### src/rtl/cfp_pkg.sv
// Shared constants, types and helper functions for the command frame parser.
package cfp_pkg;

    // Message geometry
    localparam int MAX_MESSAGE_BYTES = 255;
    localparam int POS_W             = $clog2(MAX_MESSAGE_BYTES + 1);
    localparam int CAPTURE_BYTES     = 14;
    localparam int HASH_START        = 9;
    localparam int HASH_START_EDIT   = 10;

    // Byte positions inside the message
    localparam int POS_KIND          = 0;
    localparam int POS_CODE          = 4;
    localparam int POS_CODE_EDIT     = 5;
    localparam int POS_GET_PIN       = 9;
    localparam int POS_SET_PIN       = 10;
    localparam int POS_SET_LEVEL     = 12;
    localparam int POS_EDIT_PIN      = 11;
    localparam int POS_EDIT_LEVEL    = 13;

    localparam logic [31:0] HASH_SEED = 32'd5381;
    localparam logic [7:0]  CHAR_BIAS = 8'd49;

    // Configuration register indexes
    localparam int CFG_IDX_W = 3;
    localparam logic [CFG_IDX_W-1:0] CFG_SET_CHAR   = 3'd0;
    localparam logic [CFG_IDX_W-1:0] CFG_GET_CHAR   = 3'd1;
    localparam logic [CFG_IDX_W-1:0] CFG_EDIT_CHAR  = 3'd2;
    localparam logic [CFG_IDX_W-1:0] CFG_POST_CHAR  = 3'd3;
    localparam logic [CFG_IDX_W-1:0] CFG_INFO_CHAR  = 3'd4;
    localparam logic [CFG_IDX_W-1:0] CFG_STATE_CHAR = 3'd5;
    localparam logic [CFG_IDX_W-1:0] CFG_ALL_CHAR   = 3'd6;

    // Match character reset values (ASCII S G E P I S A)
    localparam logic [7:0] RST_SET_CHAR   = 8'd83;
    localparam logic [7:0] RST_GET_CHAR   = 8'd71;
    localparam logic [7:0] RST_EDIT_CHAR  = 8'd69;
    localparam logic [7:0] RST_POST_CHAR  = 8'd80;
    localparam logic [7:0] RST_INFO_CHAR  = 8'd73;
    localparam logic [7:0] RST_STATE_CHAR = 8'd83;
    localparam logic [7:0] RST_ALL_CHAR   = 8'd65;

    // Command kinds and codes
    localparam logic [1:0] KIND_SET   = 2'd0;
    localparam logic [1:0] KIND_GET   = 2'd1;
    localparam logic [1:0] KIND_EDIT  = 2'd2;
    localparam logic [1:0] KIND_POST  = 2'd3;
    localparam logic [1:0] SEL_INFO   = 2'd0;
    localparam logic [1:0] SEL_STATE  = 2'd1;
    localparam logic [1:0] SEL_ALL    = 2'd2;

    typedef logic [7:0] byte_t;

    typedef struct packed {
        byte_t set_char;
        byte_t get_char;
        byte_t edit_char;
        byte_t post_char;
        byte_t info_char;
        byte_t state_char;
        byte_t all_char;
    } cfg_t;

    typedef struct packed {
        logic        ok;
        logic [1:0]  kind;
        logic [1:0]  code;
        byte_t       pin;
        byte_t       level;
        logic [31:0] hash;
    } result_t;

    // Remove the ASCII '1' bias, wrapping at 8 bits
    function automatic byte_t minus_bias(input byte_t b);
        return b - CHAR_BIAS;
    endfunction

    // One djb2 step: h * 33 + b, modulo 2^32
    function automatic logic [31:0] hash_step(input logic [31:0] h, input byte_t b);
        return (h << 5) + h + {24'd0, b};
    endfunction

endpackage

### src/rtl/cfp_if.sv
// Valid/ready channel interfaces for message bytes and parse results.
interface cfp_byte_if;
    import cfp_pkg::*;
    logic  valid;
    logic  ready;
    byte_t data_byte;
    logic  end_of_message;

    modport source (output valid, output data_byte, output end_of_message, input ready);
    modport sink   (input valid, input data_byte, input end_of_message, output ready);
endinterface

interface cfp_result_if;
    import cfp_pkg::*;
    logic        valid;
    logic        ready;
    logic        ok;
    logic [1:0]  kind;
    logic [1:0]  code;
    byte_t       pin;
    byte_t       level;
    logic [31:0] hash;

    modport source (output valid, output ok, output kind, output code, output pin,
                    output level, output hash, input ready);
    modport sink   (input valid, input ok, input kind, input code, input pin,
                    input level, input hash, output ready);
endinterface

### src/rtl/cfp_decode.sv
// Command decoder: match kind and code bytes and build the next result.
module cfp_decode
    import cfp_pkg::*;
(
    input  cfg_t        cfg,
    input  byte_t       cap [CAPTURE_BYTES],
    input  logic [31:0] hash9,
    input  logic [31:0] hash10,
    input  result_t     prev,
    output result_t     res
);

    byte_t first;
    byte_t c4;
    byte_t c5;

    assign first = cap[POS_KIND];
    assign c4    = cap[POS_CODE];
    assign c5    = cap[POS_CODE_EDIT];

    // Try kinds in order set, get, edit, post; unset fields keep earlier values
    always_comb
    begin
        res      = prev;
        res.ok   = 1'b0;
        res.hash = HASH_SEED;
        priority if (first == cfg.set_char)
        begin
            res.kind = KIND_SET;
            priority if (c4 == cfg.info_char)
            begin
                res.code = SEL_INFO;
                res.hash = hash9;
                res.ok   = 1'b1;
            end
            else if (c4 == cfg.state_char)
            begin
                res.code  = SEL_STATE;
                res.pin   = minus_bias(cap[POS_SET_PIN]);
                res.level = minus_bias(cap[POS_SET_LEVEL]);
                res.ok    = 1'b1;
            end
            else
            begin
                res.ok = 1'b0;
            end
        end
        else if (first == cfg.get_char)
        begin
            res.kind = KIND_GET;
            priority if (c4 == cfg.all_char)
            begin
                res.code = SEL_ALL;
                res.ok   = 1'b1;
            end
            else if (c4 == cfg.info_char)
            begin
                res.code = SEL_INFO;
                res.hash = hash9;
                res.ok   = 1'b1;
            end
            else if (c4 == cfg.state_char)
            begin
                res.code = SEL_STATE;
                res.pin  = minus_bias(cap[POS_GET_PIN]);
                res.ok   = 1'b1;
            end
            else
            begin
                res.ok = 1'b0;
            end
        end
        else if (first == cfg.edit_char)
        begin
            res.kind = KIND_EDIT;
            priority if (c5 == cfg.info_char)
            begin
                res.code = SEL_INFO;
                res.hash = hash10;
                res.ok   = 1'b1;
            end
            else if (c5 == cfg.state_char)
            begin
                res.code  = SEL_STATE;
                res.pin   = minus_bias(cap[POS_EDIT_PIN]);
                res.level = minus_bias(cap[POS_EDIT_LEVEL]);
                res.ok    = 1'b1;
            end
            else
            begin
                res.ok = 1'b0;
            end
        end
        else if (first == cfg.post_char)
        begin
            res.kind = KIND_POST;
            res.ok   = 1'b1;
        end
        else
        begin
            res.ok = 1'b0;
        end
    end

endmodule

### src/rtl/command_frame_parser_djb_hash_top.sv
// Command frame parser top level: input register, message capture, result register.
// Datapath: the final byte of a message moves from the input register to the result register,
// whose contents show on the result channel as the result of that message.
// Throughput: one byte per cycle; the hash update and decode fit between the two registers.
// The input stalls only when a final byte waits for a result register that is still held.
// Reset: match characters return to their ASCII defaults, the message state clears,
// the held result fields go to zero with hash 5381; there is no clearing pass.
module command_frame_parser_djb_hash_top
    import cfp_pkg::*;
(
    input  logic                 clk,
    input  logic                 rst_n,
    input  logic                 cfg_we,
    input  logic [CFG_IDX_W-1:0] cfg_index,
    input  byte_t                cfg_data,
    cfp_byte_if.sink             msg,
    cfp_result_if.source         res
);

    cfg_t              cfg_reg;
    logic              a_valid_reg;
    byte_t             a_byte_reg;
    logic              a_last_reg;
    logic              a_advance;
    logic [POS_W-1:0]  pos_reg;
    byte_t             cap_reg [CAPTURE_BYTES];
    byte_t             cap_next [CAPTURE_BYTES];
    logic [31:0]       hash9_reg;
    logic [31:0]       hash10_reg;
    logic [31:0]       hash9_next;
    logic [31:0]       hash10_next;
    logic              in_range;
    result_t           res_reg;
    result_t           res_next;
    logic              res_valid_reg;

    // Configuration registers
    always_ff @(posedge clk or negedge rst_n)
    begin
        if (!rst_n)
        begin
            cfg_reg.set_char   <= RST_SET_CHAR;
            cfg_reg.get_char   <= RST_GET_CHAR;
            cfg_reg.edit_char  <= RST_EDIT_CHAR;
            cfg_reg.post_char  <= RST_POST_CHAR;
            cfg_reg.info_char  <= RST_INFO_CHAR;
            cfg_reg.state_char <= RST_STATE_CHAR;
            cfg_reg.all_char   <= RST_ALL_CHAR;
        end
        else if (cfg_we)
        begin
            unique case (cfg_index)
                CFG_SET_CHAR:   cfg_reg.set_char   <= cfg_data;
                CFG_GET_CHAR:   cfg_reg.get_char   <= cfg_data;
                CFG_EDIT_CHAR:  cfg_reg.edit_char  <= cfg_data;
                CFG_POST_CHAR:  cfg_reg.post_char  <= cfg_data;
                CFG_INFO_CHAR:  cfg_reg.info_char  <= cfg_data;
                CFG_STATE_CHAR: cfg_reg.state_char <= cfg_data;
                CFG_ALL_CHAR:   cfg_reg.all_char   <= cfg_data;
                default:        ;
            endcase
        end
    end

    // Advance the input stage unless a final byte must wait for the result register
    assign a_advance = a_valid_reg && (!a_last_reg || !res_valid_reg || res.ready);
    assign msg.ready = !a_valid_reg || a_advance;

    // Input register
    always_ff @(posedge clk or negedge rst_n)
    begin
        if (!rst_n)
        begin
            a_valid_reg <= 1'b0;
        end
        else if (msg.valid && msg.ready)
        begin
            a_valid_reg <= 1'b1;
        end
        else if (a_advance)
        begin
            a_valid_reg <= 1'b0;
        end
    end

    always_ff @(posedge clk)
    begin
        if (msg.valid && msg.ready)
        begin
            a_byte_reg <= msg.data_byte;
            a_last_reg <= msg.end_of_message;
        end
    end

    // Capture and hash updates for the byte in the input register
    assign in_range = pos_reg < POS_W'(MAX_MESSAGE_BYTES);

    always_comb
    begin
        for (int i = 0; i < CAPTURE_BYTES; i++)
        begin
            cap_next[i] = (in_range && pos_reg == POS_W'(i)) ? a_byte_reg : cap_reg[i];
        end
    end

    assign hash9_next  = (in_range && pos_reg >= POS_W'(HASH_START))
                         ? hash_step(hash9_reg, a_byte_reg) : hash9_reg;
    assign hash10_next = (in_range && pos_reg >= POS_W'(HASH_START_EDIT))
                         ? hash_step(hash10_reg, a_byte_reg) : hash10_reg;

    // Message state: advance on each byte up to the message limit, clear after the final byte
    always_ff @(posedge clk or negedge rst_n)
    begin
        if (!rst_n)
        begin
            pos_reg    <= '0;
            hash9_reg  <= HASH_SEED;
            hash10_reg <= HASH_SEED;
            for (int i = 0; i < CAPTURE_BYTES; i++)
            begin
                cap_reg[i] <= '0;
            end
        end
        else if (a_advance)
        begin
            if (a_last_reg)
            begin
                pos_reg    <= '0;
                hash9_reg  <= HASH_SEED;
                hash10_reg <= HASH_SEED;
                for (int i = 0; i < CAPTURE_BYTES; i++)
                begin
                    cap_reg[i] <= '0;
                end
            end
            else
            begin
                if (in_range)
                begin
                    pos_reg <= pos_reg + POS_W'(1);
                end
                hash9_reg  <= hash9_next;
                hash10_reg <= hash10_next;
                cap_reg    <= cap_next;
            end
        end
    end

    cfp_decode u_decode (
        .cfg    (cfg_reg),
        .cap    (cap_next),
        .hash9  (hash9_next),
        .hash10 (hash10_next),
        .prev   (res_reg),
        .res    (res_next)
    );

    // Result register; its fields also hold the values kept between messages
    always_ff @(posedge clk or negedge rst_n)
    begin
        if (!rst_n)
        begin
            res_valid_reg <= 1'b0;
            res_reg.ok    <= 1'b0;
            res_reg.kind  <= KIND_SET;
            res_reg.code  <= SEL_INFO;
            res_reg.pin   <= '0;
            res_reg.level <= '0;
            res_reg.hash  <= HASH_SEED;
        end
        else if (a_advance && a_last_reg)
        begin
            res_valid_reg <= 1'b1;
            res_reg       <= res_next;
        end
        else if (res.ready)
        begin
            res_valid_reg <= 1'b0;
        end
    end

    assign res.valid = res_valid_reg;
    assign res.ok    = res_reg.ok;
    assign res.kind  = res_reg.kind;
    assign res.code  = res_reg.code;
    assign res.pin   = res_reg.pin;
    assign res.level = res_reg.level;
    assign res.hash  = res_reg.hash;

    // Input stalls only behind a final byte blocked by a held result
    a_stall_cause: assert property (@(posedge clk) disable iff (!rst_n)
        !msg.ready |-> (a_valid_reg && a_last_reg && res_valid_reg && !res.ready))
        else $error("input stalled without a blocked final byte");

    // A new result appears only after a final byte left the input stage
    a_result_source: assert property (@(posedge clk) disable iff (!rst_n)
        $rose(res_valid_reg) |-> $past(a_advance && a_last_reg))
        else $error("result raised without a final byte");

    // A failed parse carries the seed hash
    a_fail_hash: assert property (@(posedge clk) disable iff (!rst_n)
        (res_valid_reg && !res_reg.ok) |-> (res_reg.hash == HASH_SEED))
        else $error("failed parse carries a computed hash");

    // Byte count never passes the message limit
    a_pos_bound: assert property (@(posedge clk) disable iff (!rst_n)
        pos_reg <= POS_W'(MAX_MESSAGE_BYTES))
        else $error("byte position past the message limit");

endmodule

### src/flat_wrapper.sv
// flat-port wrapper written by rule: the top's interface ports become plain ports
module command_frame_parser_djb_hash_top_flat import cfp_pkg::*;
  (clk, rst_n, cfg_we, cfg_index, cfg_data, msg_valid, msg_data_byte, msg_end_of_message, msg_ready, res_valid, res_ok, res_kind, res_code, res_pin, res_level, res_hash, res_ready);
  cfp_byte_if msg_i ();
  cfp_result_if res_i ();
  input  logic clk;
  input  logic rst_n;
  input  logic cfg_we;
  input  logic [CFG_IDX_W-1:0] cfg_index;
  input  byte_t cfg_data;
  input wire logic [$bits(msg_i.valid)-1:0] msg_valid;
  input wire logic [$bits(msg_i.data_byte)-1:0] msg_data_byte;
  input wire logic [$bits(msg_i.end_of_message)-1:0] msg_end_of_message;
  output wire logic [$bits(msg_i.ready)-1:0] msg_ready;
  output wire logic [$bits(res_i.valid)-1:0] res_valid;
  output wire logic [$bits(res_i.ok)-1:0] res_ok;
  output wire logic [$bits(res_i.kind)-1:0] res_kind;
  output wire logic [$bits(res_i.code)-1:0] res_code;
  output wire logic [$bits(res_i.pin)-1:0] res_pin;
  output wire logic [$bits(res_i.level)-1:0] res_level;
  output wire logic [$bits(res_i.hash)-1:0] res_hash;
  input wire logic [$bits(res_i.ready)-1:0] res_ready;
  assign msg_i.valid = msg_valid;
  assign msg_i.data_byte = msg_data_byte;
  assign msg_i.end_of_message = msg_end_of_message;
  assign msg_ready = msg_i.ready;
  assign res_valid = res_i.valid;
  assign res_ok = res_i.ok;
  assign res_kind = res_i.kind;
  assign res_code = res_i.code;
  assign res_pin = res_i.pin;
  assign res_level = res_i.level;
  assign res_hash = res_i.hash;
  assign res_i.ready = res_ready;
  command_frame_parser_djb_hash_top u_core (.clk(clk), .rst_n(rst_n), .cfg_we(cfg_we), .cfg_index(cfg_index), .cfg_data(cfg_data), .msg(msg_i), .res(res_i));
endmodule
### config.mk
export PLATFORM = sky130hd
export DESIGN_NAME = command_frame_parser_djb_hash_top_flat
export DESIGN_NICKNAME = d
export VERILOG_FILES = /design/src/rtl/cfp_pkg.sv /design/src/rtl/cfp_if.sv /design/src/rtl/cfp_decode.sv /design/src/rtl/command_frame_parser_djb_hash_top.sv /design/src/flat_wrapper.sv
export SDC_FILE = /design/constraint.sdc
export NUM_CORES = 1
export LEC_CHECK = 0
export BUFFER_PORTS_ARGS = -buffer_cell sky130_fd_sc_hd__buf_2
export CORE_ASPECT_RATIO = 0.75
export CORE_UTILIZATION = 60
export CTS_CLUSTER_DIAMETER = 50
export CTS_CLUSTER_SIZE = 12
export DETAILED_ROUTE_END_ITERATION = 10
export GPL_TIMING_DRIVEN = 0
export PLACE_DENSITY = 0.78
export REMOVE_ABC_BUFFERS = 1
export SETUP_SLACK_MARGIN = 0.3
export SLEW_MARGIN = 20
export SYNTH_ARGS = -nofsm -noshare
export SYNTH_HDL_FRONTEND = slang
export SYNTH_SLANG_ARGS = --single-unit
### constraint.sdc
create_clock -name clk -period 10.32 [get_ports clk]
set_input_delay 0.516 -clock clk [delete_from_list [all_inputs] [get_ports clk]]
set_output_delay 0.516 -clock clk [all_outputs]
set_load 0.02 [all_outputs]
Yosys cells after proc, flatten, opt, wreduce, memory -nomap -nowiden --
Index checks and enable logic that the tools add are counted.
Word-level totals: output and inout bits 55, logic and storage cells 179, memories kept 0, bits in writable memories 0, bits in read-only memories 0, input bits 25, flip-flop bits (word level) 256, bits in latches 0
Cells by class: shift operators 0, bitwise logic cells 0, $lt $le $gt $ge 3, eq/ne operators 38, div/mod/pow operators 0, multiply operators 0, add/subtract/negate cells 10, muxes and demuxes 52, reductions and logical operators 48
Operator list (count):
- 2-to-1 mux 32 bit | 8
- 2-to-1 mux 8 bit | 19
- 2-to-1 mux 112 bit | 1
- == test 8 bit | 9
- adder 32 bit | 2
- adder 32 x 8 -> 32 bit | 2
- 2-to-1 mux 53 bit | 1
- 2-to-1 mux 50 bit | 1
- == test 8 x 4 -> 1 bit, second input constant | 6
- subtractor 8 x 6 -> 8 bit, second input constant | 5
- 2-to-1 mux 18 bit | 2
- == test 8 x 3 -> 1 bit, second input constant | 4
- 2-to-1 mux 16 bit | 2
- logical AND 1 bit | 19
- AND reduction 2 bit | 9
- == test 8 x 2 -> 1 bit, second input constant | 2
- greater-or-equal comparator 8 x 4 -> 1 bit, second input constant | 2
- 2-to-1 mux 13 bit | 1
- 2-to-1 mux 1 bit | 10
- 2-to-1 mux 10 bit | 1
- 2-to-1 mux 2 bit | 5
- nonzero test 2 bit | 5
- == test 3 bit, second input constant | 3
- AND reduction 9 bit | 1
- other kinds (19) | 31

Logic depth before layout (Yosys ltp) --
Gate-level depths: netlist (run 1).
depth after elaboration 9, mapped depth 15, gate-level depth less buffers 14

Cells and area by module --
Synthesis (run 1) repeated with hierarchy kept, for this count alone.
Unflattened totals: cells, all modules 1956, area, all modules 20240.7 um^2
Modules (own cells, without submodules):
- command_frame_parser_djb_hash_top | cells an instance 1634, seq. area each 7698.6 um^2, area each 17941.0 um^2, instances 1
- cfp_decode | cells an instance 322, seq. area each 0.0 um^2, area each 2299.7 um^2, instances 1

Worst setup path before layout (run 1) --
OpenSTA, ideal clock, no wires.
path kind flip-flop to flip-flop, start reg u_core.a_byte_reg[5], end reg, netlist name u_core.res.hash[25], slack 6451 ps, cell stages (with the launch flop) 16, clock period less this slack 3869 ps, buffers on the path 1, library setup time 126 ps, arrival time 3743 ps, data required time 10194 ps, cells stage by stage edfxtp_1 clkbuf_1 clkinv_1 fa_1 inv_1 ha_1 nand2_1 a211oi_1 o21ai_0 a31oi_1 a31oi_1 o21ai_0 a41oi_1 xor2_1 a211oi_1 a221o_1
Between the ends: word-level cells in the longest chain between the ends 6, elaborated cells between the ends (all ways) 19, classes of those cells add/sub: 2; eq/ne: 6; mux: 11
Ends and longest elaborated chain:
- start, declared | line command_frame_parser_djb_hash_top.sv:22 | byte_t a_byte_reg;
- start signal, assigned | line command_frame_parser_djb_hash_top.sv:90 | a_byte_reg <= msg.data_byte;
- adder 32 x 8 -> 32 bit / 2-to-1 mux 8 bit (equally long branches) | line cfp_pkg.sv:80, command_frame_parser_djb_hash_top.sv:102
- 2-to-1 mux 32 bit, or another cell as far along | line command_frame_parser_djb_hash_top.sv:109 | ? hash_step(hash10_reg, a_byte_reg) : hash10_reg;
- 2-to-1 mux 32 bit (on tied branches) | line cfp_decode.sv:76, cfp_decode.sv:30, cfp_decode.sv:56
- 2-to-1 mux 50 bit / 2-to-1 mux 32 bit (equally long branches) | line cfp_decode.sv:73, cfp_decode.sv:51
- 2-to-1 mux 32 bit | line cfp_decode.sv:48 | else if (first == cfg.get_char)
- 2-to-1 mux 53 bit * | line cfp_decode.sv:27 | priority if (first == cfg.set_char)
Mark *: on every way between the ends. The rest lies on a longest branch, timed or not. The select of a mux whose other input is x is not followed. A chain may end at the register's enable or synchronous reset.

Worst setup path in the final report (run 1) --
start reg u_core.a_byte_reg[5], end reg, netlist name u_core.res.hash[25]
Between the ends: word-level cells in the longest chain between the ends 6, elaborated cells between the ends (all ways) 19, classes of those cells add/sub: 2; eq/ne: 6; mux: 11
Ends and longest elaborated chain (line):
- adder 32 x 8 -> 32 bit / 2-to-1 mux 8 bit (equally long branches) | cfp_pkg.sv:80, command_frame_parser_djb_hash_top.sv:102
- 2-to-1 mux 32 bit, or another cell as far along | command_frame_parser_djb_hash_top.sv:109
- 2-to-1 mux 32 bit (on tied branches) | cfp_decode.sv:76, cfp_decode.sv:30, cfp_decode.sv:56
- 2-to-1 mux 50 bit / 2-to-1 mux 32 bit (equally long branches) | cfp_decode.sv:73, cfp_decode.sv:51
- 2-to-1 mux 32 bit | cfp_decode.sv:48
- 2-to-1 mux 53 bit * | cfp_decode.sv:27
Marks and branches as above.

==> out/results.env, run 1 <==
ANTENNA_FOUND_INITIAL=0
CRITPATHCAPTURETYPE='register'
ROUTE.VIAS.TOTAL=15200
DPL.HPWL_UM=35800
YS_TOP_CELLS_BY_AREA='dfrtp_1, ha_1, dfstp_2'
INSERTION_DELAY_NS=0.56
RSZ0062_AT_GRT='false'
WIRE_LENGTH_OF_THE_FIRST_GLOBAL_ROUTING_PASS_UM=78700
DIE_OUTLINE_WIDTH_UM=200
FILL_CELLS=2209
SYNTH.AREA.MUX_SHARE_PCT=7.96
CRIT_ARRIVAL_NS=6.43
SYNTH.MOST_COMMON_CELL='dfrtp_1'
CTS_ROOT_BUF='clkbuf_16'
DATA_REQUIRED_TIME_OF_THE_WORST_PATH_NS=10.76
SIMPLE_GATE_FRACTION_OF_SYNTH_AREA_PCT=12.4
CTS_TREE='done'
SYNTH_CELL_TYPES=77
PLACEMENT_ROWS=53
CRITICAL_PATH.STARTPOINT_TYPE='register'
VIA_COUNT_OF_THE_FIRST_GLOBAL_ROUTING_PASS=14100
FINALSETUPVIOLCOUNT=0
YS.WARNINGS.COUNT=0
TOTAL_POWER_mW=2.82
CRIT_PATH_CELL_TRACE='clkinv_1, fa_1, inv_1, ha_1, nand2_1, a211oi_1, o21ai_0, a31oi_1, a31oi_1, o21ai_0, a41oi_1, xor2_1, a211oi_1, a221o_1'
INITIAL_CORE_UTIL_PCT=61.9
MAIN_FLOP_TYPE_AFTER_SYNTHESIS='dfrtp_1'
CP_CLASS='reg2reg'
FLOORPLAN.CORE_AREA_UM2=28400
TNS_NS=0
DRT-TOTAL-WL_UM=50300
REMAINING_DRC_ERRORS=0
CELLLEAKAGEPOWER_nW=8.87
FIRSTDRTPASSITERS=6
IR_DROP_mV=0.187
POST_CTS.RESIZED_INSTANCES=0
ANTENNA-DIODE-COUNT=0
GRT_START_MAX_NET_PINS=102
GROUTE.USAGE.OVERALL_PCT=33.8
MAXCAPVIOLATIONS=0
SYNTH_TOP_CELL_AREA_SHARE_PCT=29.9
YOSYSTOPAREACELL='dfrtp_1'
R2R_SETUP_SLK_NS=4.33
CLOCK_PATH_BUFFERS=3
DESIGN.DIE.AREA_UM2=30000
TIMING.CRITICAL_PATH.SLOWEST_CELL_DELAY_NS=1.04
INSERTED_CLOCK_BUFFERS=28
NUMBER_OF_ENABLE_TYPE_REGISTER_CELLS_IN_THE_SYNTHESIZED_NETLIST=9
SYN_AVG_CELL_AREA_UM2=9.38
RESULT_OF_THE_RUN='completed'
SYNTHCELLS=1872
CLK_PIN_SLEW_WORST_PATHS_NS=0.06
FINAL_LAYOUT_SIZE_SUFFIX_GT1_SHARE_PCT=14.2
MAPPEDNETLISTAREA_UM2=17600
PERIOD_NEEDED_NS=5.99
WORST_TRAN_PIN_VALUE_NS=1.18
CTS_HTREE_LEVELS=1
LARGEST_REG_FLOPS=64
YS_ASYNC_SR_FRACTION_PCT=96.5
AREA_DELTA_SYNTH_FINAL_PCT=10.4
YS_SEQ_AREA_SHARE_PCT=37.0
NETS=2057
FP.DIEH_UM=150
TIMING.HOLD.WORST.CLASS='in2reg'
SYNTH-SEQ-CELLS=256
CLOCK-SINKS=256
CRITICAL-PATH-SLOWEST-CELL='edfxtp_1'
NUMPORTBUFFERS=79
COMBINATIONAL_FAMILY_WITH_THE_MOST_AREA_AFTER_SYNTHESIS='compound AO/OA/AOI/OAI gates'
SLEW-LIMIT-HEADROOM_PCT=21.1
DRT.ANTENNA.VIOLATING_NETS=0
GP_CONGESTION=0.933
POWER_DENSITY_nW_PER_UM2=146
CRITICAL_PATH.MAX_FANOUT=17
POST_SYNTH_XOR_AREA_FRACTION_PCT=9.18
SYNTH_TOP_CELLS_BY_COUNT='dfrtp_1, nand2_1, o21ai_0, a21oi_1, ha_1'
ROUTED_WIRE_LENGTH_PER_INSTANCE_UM=21.8
IOS=80
DETAIL_ROUTE.ITER0.VIOLATIONS=1722
YOSYS.AREA_SHARE.ADDER_PCT=9.89
MAX_CLOCK_FREQ_MHz=167
CLOCK_SKEW_NS=0.0161
ENDPOINTS_FAILING_HOLD=0
FINAL-MAX-SLEW-VIOLATION-COUNT=0
ROUTED_VIA_DENSITY=6.58
FINALCRITPERIODSHARE_PCT=58.0
SYNTH_COMPOUND_GATE_AREA_SHARE_PCT=20.4
GRT.OVERFLOW.TOTAL=0
==> metrics by stage <==
stage               utilization (%)  cell area, µm²  setup slack (ns)  hold slack, ns  instances
global placement               63.7           18100              2.62           0.461       2239
global route                   68.3           19400              4.20           0.131       2305
floorplan                         -           17200              5.77           0.220       1775
detailed placement             65.0           18400              4.65           0.466       2250
finish                         68.3           19400              4.33           0.136       2305
CTS                            68.2           19300              4.63           0.122       2303
==> placed cells by master, fill, tap and decap left out, drive strengths merged, types with 32 or more instances in the layout <==
master and n:
clkbuf 44, nand3 36, dfstp 37, nand2 175, xor2 86, xnor2 98
mux2i 56, buf 92, inv 50, ha 126, o21ai 160, a21oi 133
mux2 74, nor2 124, a22o 32, dfrtp 210, a21o 35
==> final cells by class <==
cell class | count | area (µm²) | area share (%)
Multi-Input combinational cell | 1469 | 10600 | 54.7
Sequential cell | 256 | 6500 | 33.5
Clock buffer | 44 | 792 | 4.08
Timing Repair Buffer | 93 | 719 | 3.71
Tap cell | 385 | 482 | 2.48
Inverter | 50 | 188 | 0.968
Clock inverter | 8 | 105 | 0.542
==> cells by family after synthesis <==
logic type                 count (synthesis)
AOI/OAI and AO/OA                        557
xor gates and xnor gates                 184
adders and majority gates                134
buffers and inverters                    147
DFF                                      256
muxes                                    130
and+or+nand+nor                          464
==> where the power goes <==
part | switching, mW | total (mW) | internal, mW
clock network | 0.422 | 1.00 | 0.579
logic | 0.320 | 0.568 | 0.247
registers | 0.134 | 1.26 | 1.12
total | 0.876 | 2.82 | 1.95
==> worst paths after layout <==
path,startpoint,end,depth (start not counted)
max in group asynchronous,rst_n,u_core.cfg_reg[42]$_DFFE_PN1P_,4
max reg2reg,u_core.a_byte_reg[5]$_DFFE_PP_,u_core.res.hash[25]$_DFFE_PN0P_,14
max,u_core.a_byte_reg[5]$_DFFE_PP_,u_core.res.hash[25]$_DFFE_PN0P_,14
min,msg_data_byte[5],u_core.a_byte_reg[5]$_DFFE_PP_,1
min in group asynchronous,rst_n,u_core.hash10_reg[28]$_DFFE_PN0P_,2
min reg2reg,u_core.cap_reg[30]$_DFFE_PN0P_,u_core.cap_reg[30]$_DFFE_PN0P_,1
==> metal layers <==
metal  vias up  global-route usage, %  part of all wire, %
met4         0                   9.20                  2.5
met5         -                      0                    0
li1       6866                      -                    -
met2       793                   48.2                   42
met3       107                   7.21                   11
met1      7393                   51.5                   44
==> repair_timing <==
item	in CTS	in global routing
buffers inserted	0	0
endpoints found under the hold margin	50	0
hold buffers	1	0
==> critical path, delay by kind of cell (launching register included) <==
family / cells / cell delay (ns)
buf+inv: 2 / 0.94
compound gates: 8 / 2.40
xor+xnor: 1 / 0.29
fa+ha+maj: 2 / 1.08
flops: 1 / 1.04
simple gates: 1 / 0.11
No activity file was read; power rests on OpenSTA's default activity.
==> run 2, diff against run 1 <==
CORE_UTILIZATION = 57   (was 60)
clock period = 5.25 ns   (was 10.32 ns; I/O delays follow)
==> run 2 against run 1 <==
Sequential share of layout area fell by 0.50 points. Clock skew rose by 0.0036 ns. Die area rose by 5.2%. Cell area rose by 1.5%. Worst hold slack got worse by 0.10 ns. Setup slack got worse by 3.8 ns. Cell count rose by 2.0%. Clock power rose by 110%. Routed wire length rose by 0.28%. Combinational power rose by 100%. Critical path type unchanged. Highest routed layer unchanged.
==> out/results.env, run 2 (synthesis results as in run 1) <==
ANTENNA-DIODE-COUNT=0  # unchanged
PATH_BUF_INV=2  # unchanged
CLOCK_PATH_BUFFERS=3  # unchanged
DESIGN.DIE.AREA_UM2=31500  # +5.2%
FINAL-MAX-SLEW-VIOLATION-COUNT=0  # unchanged
NETS=2087  # +1.5%
WORST_HOLD_DEPTH=3  # +2
GP_CONGESTION=0.928  # -0.50%
ANTENNA_FOUND_INITIAL=0  # unchanged
CLK_PIN_SLEW_WORST_PATHS_NS=0.06  # about the same
GRT.OVERFLOW.TOTAL=0  # unchanged
PERIOD_NEEDED_NS=4.70  # -1.29 ns
SLEW-LIMIT-HEADROOM_PCT=26.1  # +5.0 points
POWER_DENSITY_nW_PER_UM2=286  # +97%
DPL_CELL_AREA_UM2=18400  # about the same
DATA_REQUIRED_TIME_OF_THE_WORST_PATH_NS=5.70  # -5.06 ns
FINALCRITPERIODSHARE_PCT=89.5  # +31 points
CRITICAL-PATH-TOP-DELAY-FAMILY='compound AO/OA/AOI/OAI gates'
RSZ0062_AT_GRT='false'
FINALSETUPVIOLCOUNT=0  # unchanged
CTS_TREE='done'
TIMING.HOLD.WORST.CLASS='in2reg'
CRIT-REG2REG-LAUNCH='u_core.a_byte_reg[2]$_DFFE_PP_'
DRT.ANTENNA.VIOLATING_NETS=0  # unchanged
MAXCAPVIOLATIONS=0  # unchanged
TIMING.HOLD.WORST.START='cfg_data[2]'
FLOORPLAN.CORE_AREA_UM2=30200  # +6.4%
REG2REG_DEPTH=14  # unchanged
CTS_ROOT_BUF='clkbuf_16'
PLACEMENT_ROWS=55  # +3.8%
LAYOUT.CELLS.NON_FILLER=2350  # +2.0%
LARGEST_REG_FLOPS=64  # unchanged
RESULT_OF_THE_RUN='completed'
CRIT_ARRIVAL_NS=5.15  # -1.28 ns
POST-PLACE-CELLS=2265  # +0.67%
HOLD_WS_NS=0.0324  # -0.103 ns
ROUTED_WIRE_LENGTH_PER_INSTANCE_UM=21.5  # -1.6%
MAX_CLOCK_FREQ_MHz=213  # +28%
CRITICAL_PATH_CELL_COUNT=14  # unchanged
CELLLEAKAGEPOWER_nW=9.02  # +1.7%
DRT-TOTAL-WL_UM=50400  # +0.28%
FIRSTDRTPASSITERS=5  # -1
TIMING.CRITICAL_PATH.SLOWEST_CELL_DELAY_NS=0.65  # -0.39 ns
CRIT_PATH_CELL_TRACE='buf_8, ha_1, inv_1, fa_1, nand2b_1, a211oi_1, o21ai_0, a31oi_1, a31oi_1, o21ai_0, a41oi_1, xor2_1, a211oi_1, a221o_1'
ROUTE.VIAS.TOTAL=15100  # -0.36%
IR_DROP_mV=0.315  # +69%
SETUP_WS_NS=0.553  # -3.78 ns
CRITICAL-PATH-SLOWEST-CELL='edfxtp_1'
LAYOUT.CELLS.MOST_COMMON='dfrtp_1'
DIE_OUTLINE_WIDTH_UM=205  # +2.6%
CRITICAL_PATH.STARTPOINT_TYPE='register'
ROUTED_VIA_DENSITY=6.43  # -2.3%
STARTPOINT='u_core.a_byte_reg[2]$_DFFE_PP_'
FINISH.INSTANCE_AREA_UM2=19700  # +1.5%
NUMPORTBUFFERS=79  # unchanged
GRT_START_MAX_NET_PINS=98  # -3.9%
DETAIL_ROUTE.ITER0.VIOLATIONS=1736  # +0.81%
AREA_DELTA_SYNTH_FINAL_PCT=12.1
DPL.HPWL_UM=35600  # -0.54%
CRITICAL_PATH.MAX_FANOUT=16  # -1
COMMONEST_NON_FILL_NON_TAP_CELLS_IN_THE_LAYOUT='dfrtp_1, nand2_1, o21ai_0'
REMAINING_DRC_ERRORS=0  # unchanged
WORST_TRAN_PIN_VALUE_NS=1.10  # -0.0803 ns
INSERTION_DELAY_NS=0.58  # +0.02 ns
CTS_HTREE_LEVELS=1  # unchanged
INSERTED_CLOCK_BUFFERS=31  # +11%
ENDPOINTS_FAILING_HOLD=0  # unchanged
CLOCK_SKEW_NS=0.0198  # +0.00364 ns
INITIAL_CORE_UTIL_PCT=58.1  # -3.7 points
CLOCK-SINKS=256  # unchanged
VIA_COUNT_OF_THE_FIRST_GLOBAL_ROUTING_PASS=14500  # +2.6%
FILL_CELLS=2328  # +5.4%
IOS=80  # unchanged
R2R_SETUP_SLK_NS=0.55  # -3.78 ns
CRITPATHCAPTURETYPE='register'
WIRE_LENGTH_OF_THE_FIRST_GLOBAL_ROUTING_PASS_UM=79600  # +1.2%
GROUTE.USAGE.OVERALL_PCT=32.1  # -1.8 points
FINAL_LAYOUT_SIZE_SUFFIX_GT1_SHARE_PCT=15.4  # +1.2 points
CP_CLASS='reg2reg'
DETAILEDPLACE.WORSTSLACK_NS=-0.364  # -5.01 ns
FP.DIEH_UM=154  # +2.6%
## run 2: cell types whose count changed in the layout (fill, tap and decap cells not counted), moves of 2 or more
| cell | before | now |
|---|---|---|
| buf_16 | 9 | 6 |
| buf_4 | 0 | 15 |
| buf_8 | 4 | 8 |
| bufinv_16 | 2 | 0 |
| clkbuf_1 | 14 | 9 |
| clkbuf_16 | 29 | 31 |
| clkbuf_8 | 1 | 4 |
| clkinv_2 | 3 | 5 |
| dlygate4sd3_1 | 1 | 12 |
| inv_6 | 0 | 3 |
## run 2: worst paths after layout
kind / to
min in group asynchronous: u_core.cap_reg[25]$_DFFE_PN0P_
hold / removal: u_core.cfg_reg[34]$_DFFE_PN1P_
setup / recovery: u_core.res.hash[25]$_DFFE_PN0P_
setup reg to reg: u_core.res.hash[25]$_DFFE_PN0P_
hold reg to reg: u_core.cap_reg[30]$_DFFE_PN0P_
max in group asynchronous: u_core.hash9_reg[12]$_DFFE_PN1P_
## run 2: timing repair
| item | 4_1_cts | 5_1_grt |
|---|---|---|
| pin swaps | 0 | 1 |
| hold endpoints to repair | 62 | 0 |
| resized for setup | 2 | 0 |
| endpoints found under the setup margin | 47 | 40 |
| hold buffers | 12 | 0 |
| setup buffers | 1 | 14 |
| cloned | 0 | 0 |
## run 2: tightest hold or removal path, cell delays in order
cell	delay, ns
buf_2	0.16
nand2_1	0.09
o21ai_0	0.08
## run 2: final cells by class
cell class / count / area (µm²) / area share [%]
clock inverter: 12 / 92.6 / 0.470
timing repair buffer: 120 / 928 / 4.72
multi-input combinational: 1469 / 10600 / 53.9
sequential: 256 / 6500 / 33.0
tap: 399 / 499 / 2.54
inverter: 50 / 189 / 0.960
clock buffer: 44 / 865 / 4.39
## run 2: metrics by stage
step	power (mW)	utilization [%]	TNS, ns
floorplan	3.17	-	0
global placement	3.49	59.9	-260.92
detailed placement	3.57	61.0	-2.45
CTS	5.63	64.7	0
global route	5.84	65.2	0
finish	5.64	65.2	0
## run 2: report_power, final
group / switching, mW / internal [mW]
clock: 0.893 / 1.15
sequential: 0.243 / 2.20
combinational: 0.649 / 0.497
total: 1.78 / 3.86
## run 2: per-layer routing
layer / GRT usage (%) / vias to the layer above / wire [µm]
li1: - / 6943 / -
met1: 48.1 / 7329 / 22400
met2: 45.4 / 729 / 21100
met3: 8.52 / 103 / 5640
met4: 8.14 / 0 / 1270
met5: 0 / - / 0
